[src/design/kvt_pkg.sv]
// kvt_pkg: shared types and constants for the key-value table.
// Holds request and result codes, controller states and the
// command/status structs between controller and datapath.
package kvt_pkg;

	localparam int KEY_W   = 32;
	localparam int VALIO_W = 32;
	localparam int CNTO_W  = 5;

	typedef enum logic [1:0] {
		MODE_INSERT = 2'd0,
		MODE_FIND   = 2'd1,
		MODE_DELETE = 2'd2,
		MODE_NONE   = 2'd3
	} mode_t;

	typedef enum logic [1:0] {
		ST_OK      = 2'd0,
		ST_DUP     = 2'd1,
		ST_MISSING = 2'd2,
		ST_FULL    = 2'd3
	} res_code_t;

	typedef enum logic [1:0] {
		S_IDLE,
		S_SEARCH,
		S_SHIFT,
		S_FINISH
	} fsm_state_t;

	typedef struct packed {
		logic      load_req;    // latch request, restart walk
		logic      walk;        // issue next read while pointer below count
		logic      shift_start; // begin gap close after matched entry
		logic      shift_wr;    // write returning read data one slot down
		logic      append;      // store request pair at end, count up
		logic      dec_cnt;     // count down after gap close
		logic      set_result;
		res_code_t res_code;
		logic      res_use_value;
		logic      load_out;    // move result into output register
	} ctrl_cmd_t;

	typedef struct packed {
		mode_t mode;
		logic  hit;       // read data matches request key
		logic  exhausted; // no read in flight and none left to issue
		logic  full;
	} dp_stat_t;

endpackage

[src/design/kvt_ram.sv]
// kvt_ram: generic single-write, single-read RAM with registered read.
// No dependencies.
module kvt_ram #(
	parameter int WIDTH = 64,
	parameter int DEPTH = 16
) (
	input  logic                                   clk,
	input  logic                                   we,
	input  logic [(DEPTH > 1 ? $clog2(DEPTH) : 1)-1:0] waddr,
	input  logic [WIDTH-1:0]                       wdata,
	input  logic [(DEPTH > 1 ? $clog2(DEPTH) : 1)-1:0] raddr,
	output logic [WIDTH-1:0]                       rdata
);

	logic [WIDTH-1:0] mem_q [DEPTH];

	always_ff @(posedge clk) begin
		if (we) begin
			mem_q[waddr] <= wdata;
		end
		rdata <= mem_q[raddr];
	end

endmodule

[src/design/kvt_dp.sv]
// kvt_dp: datapath of the key-value table: request registers, entry
// count, walk pointer, key compare, table RAM and output registers.
// Depends on kvt_pkg and kvt_ram.
module kvt_dp #(
	parameter int CAPACITY   = 16,
	parameter int VALUE_BITS = 32
) (
	input  logic                       clk,
	input  logic                       arst_n,
	input  kvt_pkg::ctrl_cmd_t         cmd,
	input  logic [1:0]                 mode,
	input  logic [kvt_pkg::KEY_W-1:0]  key,
	input  logic [kvt_pkg::VALIO_W-1:0] value_in,
	output kvt_pkg::dp_stat_t          stat,
	output logic [1:0]                 status,
	output logic [kvt_pkg::VALIO_W-1:0] value_out,
	output logic [kvt_pkg::CNTO_W-1:0] entry_count
);
	import kvt_pkg::*;

	localparam int AW = (CAPACITY > 1) ? $clog2(CAPACITY) : 1;
	localparam int CW = $clog2(CAPACITY + 1);
	localparam int DW = KEY_W + VALUE_BITS;

	mode_t                req_mode_q;
	logic [KEY_W-1:0]     req_key_q;
	logic [VALUE_BITS-1:0] req_val_q;
	logic [CW-1:0]        cnt_q;
	logic [CW-1:0]        ptr_q;
	logic                 pend_s1;
	logic [CW-1:0]        pidx_s1;
	res_code_t            res_code_q;
	logic [VALIO_W-1:0]   res_val_q;

	logic                 issue;
	logic [DW-1:0]        rd_data;
	logic [KEY_W-1:0]     rd_key;
	logic [VALUE_BITS-1:0] rd_val;
	logic                 we;
	logic [AW-1:0]        waddr;
	logic [DW-1:0]        wdata;
	logic [CW-1:0]        wdest;

	assign issue  = cmd.walk && (ptr_q < cnt_q);
	assign rd_key = rd_data[DW-1 -: KEY_W];
	assign rd_val = rd_data[VALUE_BITS-1:0];
	assign wdest  = pidx_s1 - CW'(1);

	assign we    = cmd.append || (cmd.shift_wr && pend_s1);
	assign waddr = cmd.append ? cnt_q[AW-1:0] : wdest[AW-1:0];
	assign wdata = cmd.append ? {req_key_q, req_val_q} : rd_data;

	assign stat.mode      = req_mode_q;
	assign stat.hit       = pend_s1 && (rd_key == req_key_q);
	assign stat.exhausted = !pend_s1 && (ptr_q >= cnt_q);
	assign stat.full      = (cnt_q >= CW'(CAPACITY));

	kvt_ram #(
		.WIDTH(DW),
		.DEPTH(CAPACITY)
	) u_ram (
		.clk  (clk),
		.we   (we),
		.waddr(waddr),
		.wdata(wdata),
		.raddr(ptr_q[AW-1:0]),
		.rdata(rd_data)
	);

	// control state
	always_ff @(posedge clk or negedge arst_n) begin
		if (!arst_n) begin
			cnt_q   <= '0;
			ptr_q   <= '0;
			pend_s1 <= 1'b0;
		end else begin
			if (cmd.append) begin
				cnt_q <= cnt_q + CW'(1);
			end else if (cmd.dec_cnt) begin
				cnt_q <= cnt_q - CW'(1);
			end
			priority if (cmd.load_req) begin
				ptr_q   <= '0;
				pend_s1 <= 1'b0;
			end else if (cmd.shift_start) begin
				// first source is the entry after the match
				ptr_q   <= pidx_s1 + CW'(1);
				pend_s1 <= 1'b0;
			end else begin
				if (issue) begin
					ptr_q <= ptr_q + CW'(1);
				end
				pend_s1 <= issue;
			end
		end
	end

	// payload
	always_ff @(posedge clk) begin
		if (cmd.load_req) begin
			req_mode_q <= mode_t'(mode);
			req_key_q  <= key;
			req_val_q  <= VALUE_BITS'(value_in);
			res_code_q <= ST_OK;
			res_val_q  <= '0;
		end else if (cmd.set_result) begin
			res_code_q <= cmd.res_code;
			res_val_q  <= cmd.res_use_value ? VALIO_W'(rd_val) : '0;
		end
		if (!cmd.shift_start) begin
			pidx_s1 <= ptr_q;
		end
		if (cmd.load_out) begin
			status      <= res_code_q;
			value_out   <= res_val_q;
			entry_count <= CNTO_W'(cnt_q);
		end
	end

	a_cnt_bound: assert property (@(posedge clk) disable iff (!arst_n)
		cnt_q <= CW'(CAPACITY))
		else $error("entry count above capacity");

	a_pend_in_range: assert property (@(posedge clk) disable iff (!arst_n)
		pend_s1 |-> (pidx_s1 < cnt_q))
		else $error("read returned for an entry past the count");

	a_append_room: assert property (@(posedge clk) disable iff (!arst_n)
		cmd.append |-> (cnt_q < CW'(CAPACITY)) && !cmd.dec_cnt)
		else $error("append into a full table");

endmodule

[src/design/kvt_ctrl.sv]
// kvt_ctrl: controller state machine of the key-value table.
// Sequences search, gap close and result hand-off. Depends on kvt_pkg.
module kvt_ctrl (
	input  logic               clk,
	input  logic               arst_n,
	input  logic               in_valid,
	output logic               in_stall,
	output logic               out_valid,
	input  logic               out_stall,
	input  kvt_pkg::dp_stat_t  stat,
	output kvt_pkg::ctrl_cmd_t cmd
);
	import kvt_pkg::*;

	fsm_state_t state_q, state_nxt;
	logic       out_valid_q;

	assign out_valid = out_valid_q;

	always_ff @(posedge clk or negedge arst_n) begin
		if (!arst_n) begin
			state_q     <= S_IDLE;
			out_valid_q <= 1'b0;
		end else begin
			state_q <= state_nxt;
			if (cmd.load_out) begin
				out_valid_q <= 1'b1;
			end else if (!out_stall) begin
				out_valid_q <= 1'b0;
			end
		end
	end

	always_comb begin
		state_nxt = state_q;
		cmd       = '0;
		cmd.res_code = ST_OK;
		in_stall  = 1'b1;
		unique case (state_q)
			S_IDLE: begin
				in_stall = 1'b0;
				if (in_valid) begin
					cmd.load_req = 1'b1;
					state_nxt    = S_SEARCH;
				end
			end
			S_SEARCH: begin
				if (stat.mode == MODE_NONE) begin
					state_nxt = S_FINISH;
				end else begin
					cmd.walk = 1'b1;
					if (stat.hit) begin
						state_nxt = S_FINISH;
						unique case (stat.mode)
							MODE_INSERT: begin
								cmd.set_result = 1'b1;
								cmd.res_code   = ST_DUP;
							end
							MODE_FIND: begin
								cmd.set_result    = 1'b1;
								cmd.res_use_value = 1'b1;
							end
							MODE_DELETE: begin
								cmd.shift_start = 1'b1;
								state_nxt       = S_SHIFT;
							end
							default: ;
						endcase
					end else if (stat.exhausted) begin
						state_nxt      = S_FINISH;
						cmd.set_result = 1'b1;
						if (stat.mode == MODE_INSERT) begin
							if (stat.full) begin
								cmd.res_code = ST_FULL;
							end else begin
								cmd.append = 1'b1;
							end
						end else begin
							cmd.res_code = ST_MISSING;
						end
					end
				end
			end
			S_SHIFT: begin
				cmd.walk     = 1'b1;
				cmd.shift_wr = 1'b1;
				if (stat.exhausted) begin
					cmd.dec_cnt = 1'b1;
					state_nxt   = S_FINISH;
				end
			end
			S_FINISH: begin
				if (!out_valid_q || !out_stall) begin
					cmd.load_out = 1'b1;
					state_nxt    = S_IDLE;
				end
			end
			default: state_nxt = S_IDLE;
		endcase
	end

	a_hold_result: assert property (@(posedge clk) disable iff (!arst_n)
		(state_q == S_FINISH && out_valid_q && out_stall) |=> (state_q == S_FINISH))
		else $error("result overwritten while output stalled");

endmodule

[src/design/key_value_table_linear_search_top.sv]
// Search reads one stored entry per cycle from the RAM and compares keys on
// registered read data. A delete hit then closes the gap by walking only the
// later entries. Requests are handled one at a time; the next is taken the
// cycle after the result is loaded, and a stalled earlier result that holds the
// output register delays that load.
// Reset (arst_n low): table empty, output invalid; RAM contents not cleared.
// Depends on kvt_pkg, kvt_ctrl, kvt_dp, kvt_ram.
module key_value_table_linear_search_top #(
	parameter int CAPACITY   = 16,
	parameter int VALUE_BITS = 32
) (
	input  logic                        clk,
	input  logic                        arst_n,
	input  logic                        in_valid,
	output logic                        in_stall,
	input  logic [1:0]                  mode,
	input  logic signed [kvt_pkg::KEY_W-1:0] key,
	input  logic [kvt_pkg::VALIO_W-1:0] value_in,
	output logic                        out_valid,
	input  logic                        out_stall,
	output logic [1:0]                  status,
	output logic [kvt_pkg::VALIO_W-1:0] value_out,
	output logic [kvt_pkg::CNTO_W-1:0]  entry_count
);
	import kvt_pkg::*;

	ctrl_cmd_t cmd;
	dp_stat_t  stat;

	kvt_ctrl u_ctrl (
		.clk      (clk),
		.arst_n   (arst_n),
		.in_valid (in_valid),
		.in_stall (in_stall),
		.out_valid(out_valid),
		.out_stall(out_stall),
		.stat     (stat),
		.cmd      (cmd)
	);

	kvt_dp #(
		.CAPACITY  (CAPACITY),
		.VALUE_BITS(VALUE_BITS)
	) u_dp (
		.clk        (clk),
		.arst_n     (arst_n),
		.cmd        (cmd),
		.mode       (mode),
		.key        (key),
		.value_in   (value_in),
		.stat       (stat),
		.status     (status),
		.value_out  (value_out),
		.entry_count(entry_count)
	);

endmodule

[config.mk]
export PLATFORM = sky130hd
export DESIGN_NAME = key_value_table_linear_search_top
export DESIGN_NICKNAME = d
export VERILOG_FILES = /design/src/design/kvt_pkg.sv /design/src/design/kvt_ram.sv /design/src/design/kvt_dp.sv /design/src/design/kvt_ctrl.sv /design/src/design/key_value_table_linear_search_top.sv
export SDC_FILE = /design/constraint.sdc
export NUM_CORES = 1
export LEC_CHECK = 0
export ABC_AREA = 1
export ABC_CLOCK_PERIOD_IN_PS = 6800
export BUFFER_PORTS_ARGS = -buffer_cell sky130_fd_sc_hd__buf_2
export CORE_UTILIZATION = 55
export CTS_BUF_LIST = sky130_fd_sc_hd__clkbuf_4 sky130_fd_sc_hd__clkbuf_8 sky130_fd_sc_hd__clkbuf_16
export DETAILED_ROUTE_END_ITERATION = 12
export PLACE_DENSITY = 0.73
export SLEW_MARGIN = 0
export SYNTH_ARGS = -nofsm -noshare
export SYNTH_HDL_FRONTEND = slang
export SYNTH_SLANG_ARGS = --single-unit
[constraint.sdc]
create_clock -name clk -period 6.8 [get_ports clk]
set_input_delay 0 -clock clk [delete_from_list [all_inputs] [get_ports clk]]
set_output_delay 0 -clock clk [all_outputs]
set_load 0.01 [all_outputs]
==> flow_metrics.env, run 1 <==
export IMPL_status="complete, no violations"
export IMPL_hp_class="in -> reg"
export IMPL_io_buffers=110
export IMPL_clk_pin_slew_ns=0.07
export IMPL_hpwl_um=56210
export IMPL_nets=3601
export IMPL_cts_tree="yes"
export IMPL_fmax_mhz=195.8
export IMPL_clock_latency_ns=0.70
export IMPL_peakVddDrop_v=0.0003451
export IMPL_yosysWarnings=0
export IMPL_pre_cts_slack_ns=1.627
export IMPL_routed_wl_um=112800
export IMPL_area_growth_synth_to_final_pct=14.97
export IMPL_drv_slew=0
export IMPL_yosysTopAreaCell="edfxtp_1"
export IMPL_fin_crit_sh_pct=75.10
export IMPL_layout_setup_ws_ns=1.693
export IMPL_period_needed_ns=5.107
export IMPL_root_buffer="clkbuf_16"
export IMPL_r2r_setup_slack_ns=1.69
export IMPL_grt_pass1_wl_um=171600
export IMPL_ys_flop_type="edfxtp_1"
export IMPL_dieArea_mm2=0.08840
export IMPL_setup_violations=0
export IMPL_clk_path_buf_depth=3
export IMPL_path_class="reg -> reg"
export IMPL_syn_avg_cell_area_um2=14.44
export IMPL_ys_types=38
export IMPL_n_fill_cell=5931
export IMPL_grt_antenna_before_repair=0
export IMPL_postSynth_asyncResetShare_pct=1.124
export IMPL_ctsHtreeMaxLevel=3
export IMPL_syn_num_nets=3409
export IMPL_p_per_area_mw_per_mm2=405.5
export IMPL_grtUsageTotal_pct=25.48
export IMPL_clock_skew_ns=0.03452
export IMPL_syn_instance_count=3322
export IMPL_setup_tns_ns=0
export IMPL_finalHoldViolations=0
export IMPL_synth_edf_count=1134
export IMPL_crit_path_end_kind="flip-flop"
export IMPL_yosysTopAreaCellShare_pct=70.99
export IMPL_start_kind="flip-flop"
export IMPL_drive_gt1_share_pct=11.86
export IMPL_synth_area_leaders="edfxtp_1 71%, mux2i_1 4.5%, dfxtp_1 4.1%"
export IMPL_die_x_um=297.3
export IMPL_cp_max_fo=108
export IMPL_post_cts_resize_count=0
export IMPL_dr_pass1_iters=6
export IMPL_cp_arrival_ns=5.46
export IMPL_initial_core_util_pct=55.89
export IMPL_dr_total_vias=28750
export IMPL_clkSinkCount=1246
export IMPL_rsz0062_at_grt="no"
export IMPL_netlist_area_mm2=0.04797
export IMPL_grt_max_degree=172
export IMPL_drt_iter0_markers=3087
export IMPL_synth_top_cells_by_count="1,134 x edfxtp_1, 383 x nor2_1, 380 x nand2_1"
export IMPL_rows=107
export IMPL_cap_violations=0
export IMPL_worst_slew_pin_slew_ns=1.338
export IMPL_ios=111
export IMPL_slew_headroom_pct=9.824
export IMPL_core_area_mm2=0.08582
export IMPL_drc_errors=0
export IMPL_yosysMostFrequentCell="edfxtp_1"
export IMPL_vias_per_cell=6.036
export IMPL_p_leak_nw=18.66
export IMPL_yosysSeqAreaShare_pct=75.81
export IMPL_ys_ff_latch=1246
export IMPL_overflow=0
export IMPL_postRouteAntennaNets=0
export IMPL_antenna_diode_count=0
export IMPL_required_ns=7.15
export IMPL_die_h_um=297.3
export IMPL_numCtsBuffers=118
export IMPL_wl_per_cell_um=23.69
export IMPL_first_global_vias=28430
export IMPL_gp_congestion=0.7738
## final cells by class
type / count / area (µm²) / area share [%]
well taps: 1144 / 1431 / 2.596
inverters: 82 / 322.8 / 0.5854
repair buffers: 285 / 2282 / 4.138
clock inverters: 75 / 868.3 / 1.575
flip-flops and latches: 1246 / 36380 / 65.97
clock buffers: 149 / 3337 / 6.051
multi-input cells: 1781 / 10520 / 19.08
## what timing repair did
action                    in CTS  in global routing
hold buffers                 107                  0
buffers inserted               0                  0
hold endpoints to repair      96                  0
## state kept, by name, indices dropped and copies added (netlist names)
register / count
u_dp.req_val_q: 32
u_dp.entry_count: 5
u_dp.ptr_q: 5
u_dp.u_ram.rdata: 64
u_dp.req_key_q: 32
u_dp.pend_s1: 1
u_dp.value_out: 32
u_dp.res_code_q: 2
u_dp.status: 2
u_dp.res_val_q: 32
u_dp.u_ram.mem_q: 1024
u_dp.pidx_s1: 5
u_dp.req_mode_q: 2
u_ctrl.state_q: 2
u_ctrl.out_valid: 1
u_dp.cnt_q: 5
## placed cells by master, fill, tap and decap left out, types with 40 or more instances in the layout
master / count
a21oi_1: 40
buf_2: 110
buf_4: 56
clkbuf_16: 122
dfxtp_1: 98
dlygate4sd3_1: 107
edfxtp_1: 1134
inv_1: 73
mux2i_1: 214
nand2_1: 380
nand3_1: 102
nor2_1: 367
o211ai_1: 44
o21ai_0: 288
o221ai_1: 213
o32ai_1: 42
## routing by layer
metal	up-vias	global-route usage [%]	wire length, µm
met3	196	3.710	8059
li1	12960	-	-
met4	0	8.174	2951
met5	-	0	0
met2	1233	42.00	55570
met1	14350	35.16	46240
## worst max-delay path, stage by stage, from the launching register on
cell and delay [ns]:
dfrtp_4 0.97, inv_8 0.42, ha_1 0.36, o21a_1 0.22, a21oi_2 0.19, nand2_4 0.48, o21ai_2 0.41, nand3_1 0.37
nor2_4 0.90, buf_12 0.36
## stage by stage
step | hold slack, ns | total power, W | std cells | util, % | cell area [µm²]
floorplan | -0.2956 | 0.01378 | 3322 | - | 47970
finish | 0.01322 | 0.02236 | 4762 | 64.26 | 55150
global route | 0.006480 | 0.02324 | 4762 | 64.26 | 55150
global placement | -0.06266 | 0.01528 | 4431 | 58.11 | 49870
detailed placement | -0.05583 | 0.01541 | 4431 | 58.11 | 49870
CTS | 0.0002522 | 0.02238 | 4762 | 64.26 | 55150
## path summary, 6_finish.rpt
| kind | start | endpoint | depth (start not counted) |
|---|---|---|---|
| min | value_in[26] | u_dp.req_val_q[26] | 2 |
| min reg2reg | u_dp.res_code_q[1] | u_dp.status[1] | 0 |
| max | u_dp.ptr_q[0] | u_dp.u_ram.mem_q[7][34] | 9 |
| min in group asynchronous | arst_n | u_dp.ptr_q[3] | 3 |
| max reg2reg | u_dp.ptr_q[0] | u_dp.u_ram.mem_q[7][34] | 9 |
| max in group asynchronous | arst_n | u_dp.ptr_q[1] | 3 |
## report_power, final
part           switching (W)  total, W  internal (W)
sequential          0.000378    0.0103       0.00996
combinational        0.00360   0.00505       0.00145
clock                0.00279   0.00698       0.00418
## kinds of logic (layout without fill, tap and decap cells)
family                     count (synthesis)  in the layout  synth area share, %
AOI/OAI and AO/OA                        652            652                9.151
and+or+nand+nor                          885            885                7.333
buffers and inverters                    295            591                2.541
muxes                                    214            214                4.466
adders and majority gates                 17             17               0.4591
DFF                                     1246           1246                75.81
xor gates and xnor gates                  13             13               0.2374
(Power assumes the default switching activity.)
==> inputs of run 2 (changes only) <==
--- a/config.mk
+++ b/config.mk
@@ -6,12 +6,12 @@
 export NUM_CORES = 1
 export LEC_CHECK = 0
 export ABC_AREA = 1
-export ABC_CLOCK_PERIOD_IN_PS = 6800
+export ABC_CLOCK_PERIOD_IN_PS = 4100
 export BUFFER_PORTS_ARGS = -buffer_cell sky130_fd_sc_hd__buf_2
 export CORE_UTILIZATION = 55
 export CTS_BUF_LIST = sky130_fd_sc_hd__clkbuf_4 sky130_fd_sc_hd__clkbuf_8 sky130_fd_sc_hd__clkbuf_16
 export DETAILED_ROUTE_END_ITERATION = 12
-export PLACE_DENSITY = 0.73
+export PLACE_DENSITY = 0.76
 export SLEW_MARGIN = 0
 export SYNTH_ARGS = -nofsm -noshare
 export SYNTH_HDL_FRONTEND = slang
==> constraint.sdc (replaced) <==
create_clock -name clk -period 4.1 [get_ports clk]
set_input_delay 0 -clock clk [delete_from_list [all_inputs] [get_ports clk]]
set_output_delay 0 -clock clk [all_outputs]
set_load 0.01 [all_outputs]
==> run 2 against run 1 <==
Count of clock-buffer cells in the layout increased by 11; setup slack got worse by 1.2 ns; sequential power increased by 65%; critical endpoint is now u_dp.u_ram.mem_q[1][43].
==> flow_metrics.env, run 2 (synthesized netlist as in run 1, its figures left out) <==
export IMPL_die_h_um=297.3
export IMPL_largestRegisters="u_dp.u_ram.mem_q (1024), u_dp.u_ram.rdata (64)"
export IMPL_fin_cells=4777
export IMPL_drive_gt1_share_pct=12.22
export IMPL_numCtsBuffers=117
export IMPL_overflow=0
export IMPL_drv_slew=0
export IMPL_cp_max_fo=35
export IMPL_cap_violations=0
export IMPL_area_growth_synth_to_final_pct=15.02
export IMPL_grt_antenna_before_repair=0
export IMPL_drc_errors=0
export IMPL_final_util_pct=64.29
export IMPL_path_class="reg -> reg"
export IMPL_swShare_pct=31.69
export IMPL_place_inst=4440
export IMPL_timing_rr_end="u_dp.u_ram.mem_q[1][43]"
export IMPL_crit_path_top_delay_cell="buf_4"
export IMPL_clk_path_buf_depth=3
export IMPL_reg2reg_depth=12
export IMPL_root_buffer="clkbuf_16"
export IMPL_hold_end="u_dp.req_key_q[30]"
export IMPL_layout_common_cells="1,134 x edfxtp_1, 380 x nand2_1, 367 x nor2_1"
export IMPL_rows=107
export IMPL_clock_skew_ns=0.03802
export IMPL_postRouteAntennaNets=0
export IMPL_pwr_share_seq_pct=45.6
export IMPL_worst_slew_pin_slew_ns=1.249
export IMPL_r2r_setup_slack_ns=0.50
export IMPL_p_total_w=0.03735
export IMPL_worst_path_buf_inv=3
export IMPL_hold_start="key[30]"
export IMPL_routed_wl_um=116000
export IMPL_status="complete, no violations"
export IMPL_crit_path_end_kind="flip-flop"
export IMPL_fin_crit_sh_pct=87.91
export IMPL_post_cts_resize_count=0
export IMPL_initial_core_util_pct=55.89
export IMPL_antenna_diode_count=0
export IMPL_finalHoldViolations=0
export IMPL_hpwl_um=61290
export IMPL_cts_tree="yes"
export IMPL_setup_violations=0
export IMPL_ios=111
export IMPL_drt_iter0_markers=3693
export IMPL_layout_cells_most_common="edfxtp_1"
export IMPL_hold_path_depth=2
export IMPL_first_global_vias=28450
export IMPL_clkSinkCount=1246
export IMPL_worstReg2RegStart="u_dp.cnt_q[2]"
export IMPL_clkPwrFrac_pct=29.8
export IMPL_largest_reg_flops=1024
export IMPL_grt_max_degree=277
export IMPL_clock_latency_ns=0.71
export IMPL_dr_total_vias=29220
export IMPL_holdWs_ns=0.02853
export IMPL_clk_pin_slew_ns=0.06
export IMPL_ctsHtreeMaxLevel=3
export IMPL_p_leak_nw=18.67
export IMPL_grtUsageTotal_pct=25.94
export IMPL_peakVddDrop_v=0.0005686
export IMPL_wl_per_cell_um=24.28
export IMPL_p_per_area_mw_per_mm2=677.1
export IMPL_hp_class="in -> reg"
export IMPL_nets=3616
export IMPL_p_comb_share_pct=24.7
export IMPL_slowest_delay_ns=0.59
export IMPL_core_area_mm2=0.08582
export IMPL_cp_top_family="simple AND/OR/NAND/NOR gates"
export IMPL_path_cells="inv_1 -> ha_1 -> nand2_1 -> nor2_1 -> inv_1 -> o21a_1 -> a21oi_2 -> nand2_4 -> o21ai_1 -> nand2_1 -> nor2_4 -> buf_4"
export IMPL_internal_power_w=0.02552
export IMPL_dr_pass1_iters=6
export IMPL_netSwitchingPower_w=0.01184
export IMPL_start_kind="flip-flop"
export IMPL_required_ns=4.41
export IMPL_period_needed_ns=3.604
export IMPL_vias_per_cell=6.116
export IMPL_fmax_mhz=277.4
export IMPL_cp_arrival_ns=3.91
export IMPL_io_buffers=110
export IMPL_grt_pass1_wl_um=173600
export IMPL_rsz0062_at_grt="no"
export IMPL_dieArea_mm2=0.08840
export IMPL_gp_congestion=0.8203
export IMPL_slew_headroom_pct=16.74
export IMPL_top_register="u_dp.u_ram.mem_q"
export IMPL_die_x_um=297.3
==> run 2: worst max-delay path by stage <==
stage / startpoint / endpoint / cells past startpoint
floorplan: u_dp.ptr_q[0] / u_dp.u_ram.mem_q[6][0] / 13
global placement: u_dp.ptr_q[2] / u_dp.u_ram.mem_q[5][25] / 13
detailed placement: u_dp.ptr_q[2] / u_dp.u_ram.mem_q[5][22] / 13
CTS: u_dp.ptr_q[2] / u_dp.u_ram.mem_q[5][8] / 13
global route: u_dp.cnt_q[3] / u_dp.u_ram.mem_q[5][8] / 14
finish: u_dp.cnt_q[2] / u_dp.u_ram.mem_q[1][43] / 12
==> run 2: routing by layer <==
layer	track usage, %	wire length [µm]
met3	4.046	10910
met2	42.73	56780
met4	8.616	3183
met5	0	0
met1	35.52	45130
==> run 2: timing repair <==
action	CTS	global route
endpoints found under the hold margin	93	0
setup buffers	0	0
hold buffers	114	0
==> run 2: worst register-to-register path: stages (launching register included) <==
cell and delay (ns):
dfrtp_1 0.42, inv_1 0.08, ha_1 0.32, nand2_1 0.06, nor2_1 0.14, inv_1 0.06, o21a_1 0.21, a21oi_2 0.21
nand2_4 0.20, o21ai_1 0.37, nand2_1 0.32, nor2_4 0.20, buf_4 0.59
==> run 2: power groups by stage <==
stage               registers, W  logic (W)  clock network, W
finish                    0.0170    0.00922            0.0111
global route              0.0171    0.00995            0.0117
detailed placement        0.0173    0.00893                 0
floorplan                 0.0171    0.00578                 0
global placement          0.0173    0.00871                 0
CTS                       0.0170    0.00906            0.0112
==> run 2: final cells by class <==
type | instances | area, µm²
clock inverters | 63 | 674.4
flip-flops and latches | 1246 | 36380
well taps | 1144 | 1431
inverters | 82 | 322.8
repair buffers | 301 | 2445
multi-input cells | 1781 | 10520
clock buffers | 160 | 3392
fillers | 5767 | 30650
==> run 2: through the flow <==
| step | cell area [µm²] | TNS (ns) | setup slack, ns |
|---|---|---|---|
| floorplan | 48020 | -281.54 | -0.3364 |
| global placement | 49960 | 0 | 0.6397 |
| detailed placement | 49960 | 0 | 0.5625 |
| CTS | 55170 | 0 | 0.5673 |
| global route | 55170 | 0 | 0.3654 |
| finish | 55170 | 0 | 0.4955 |
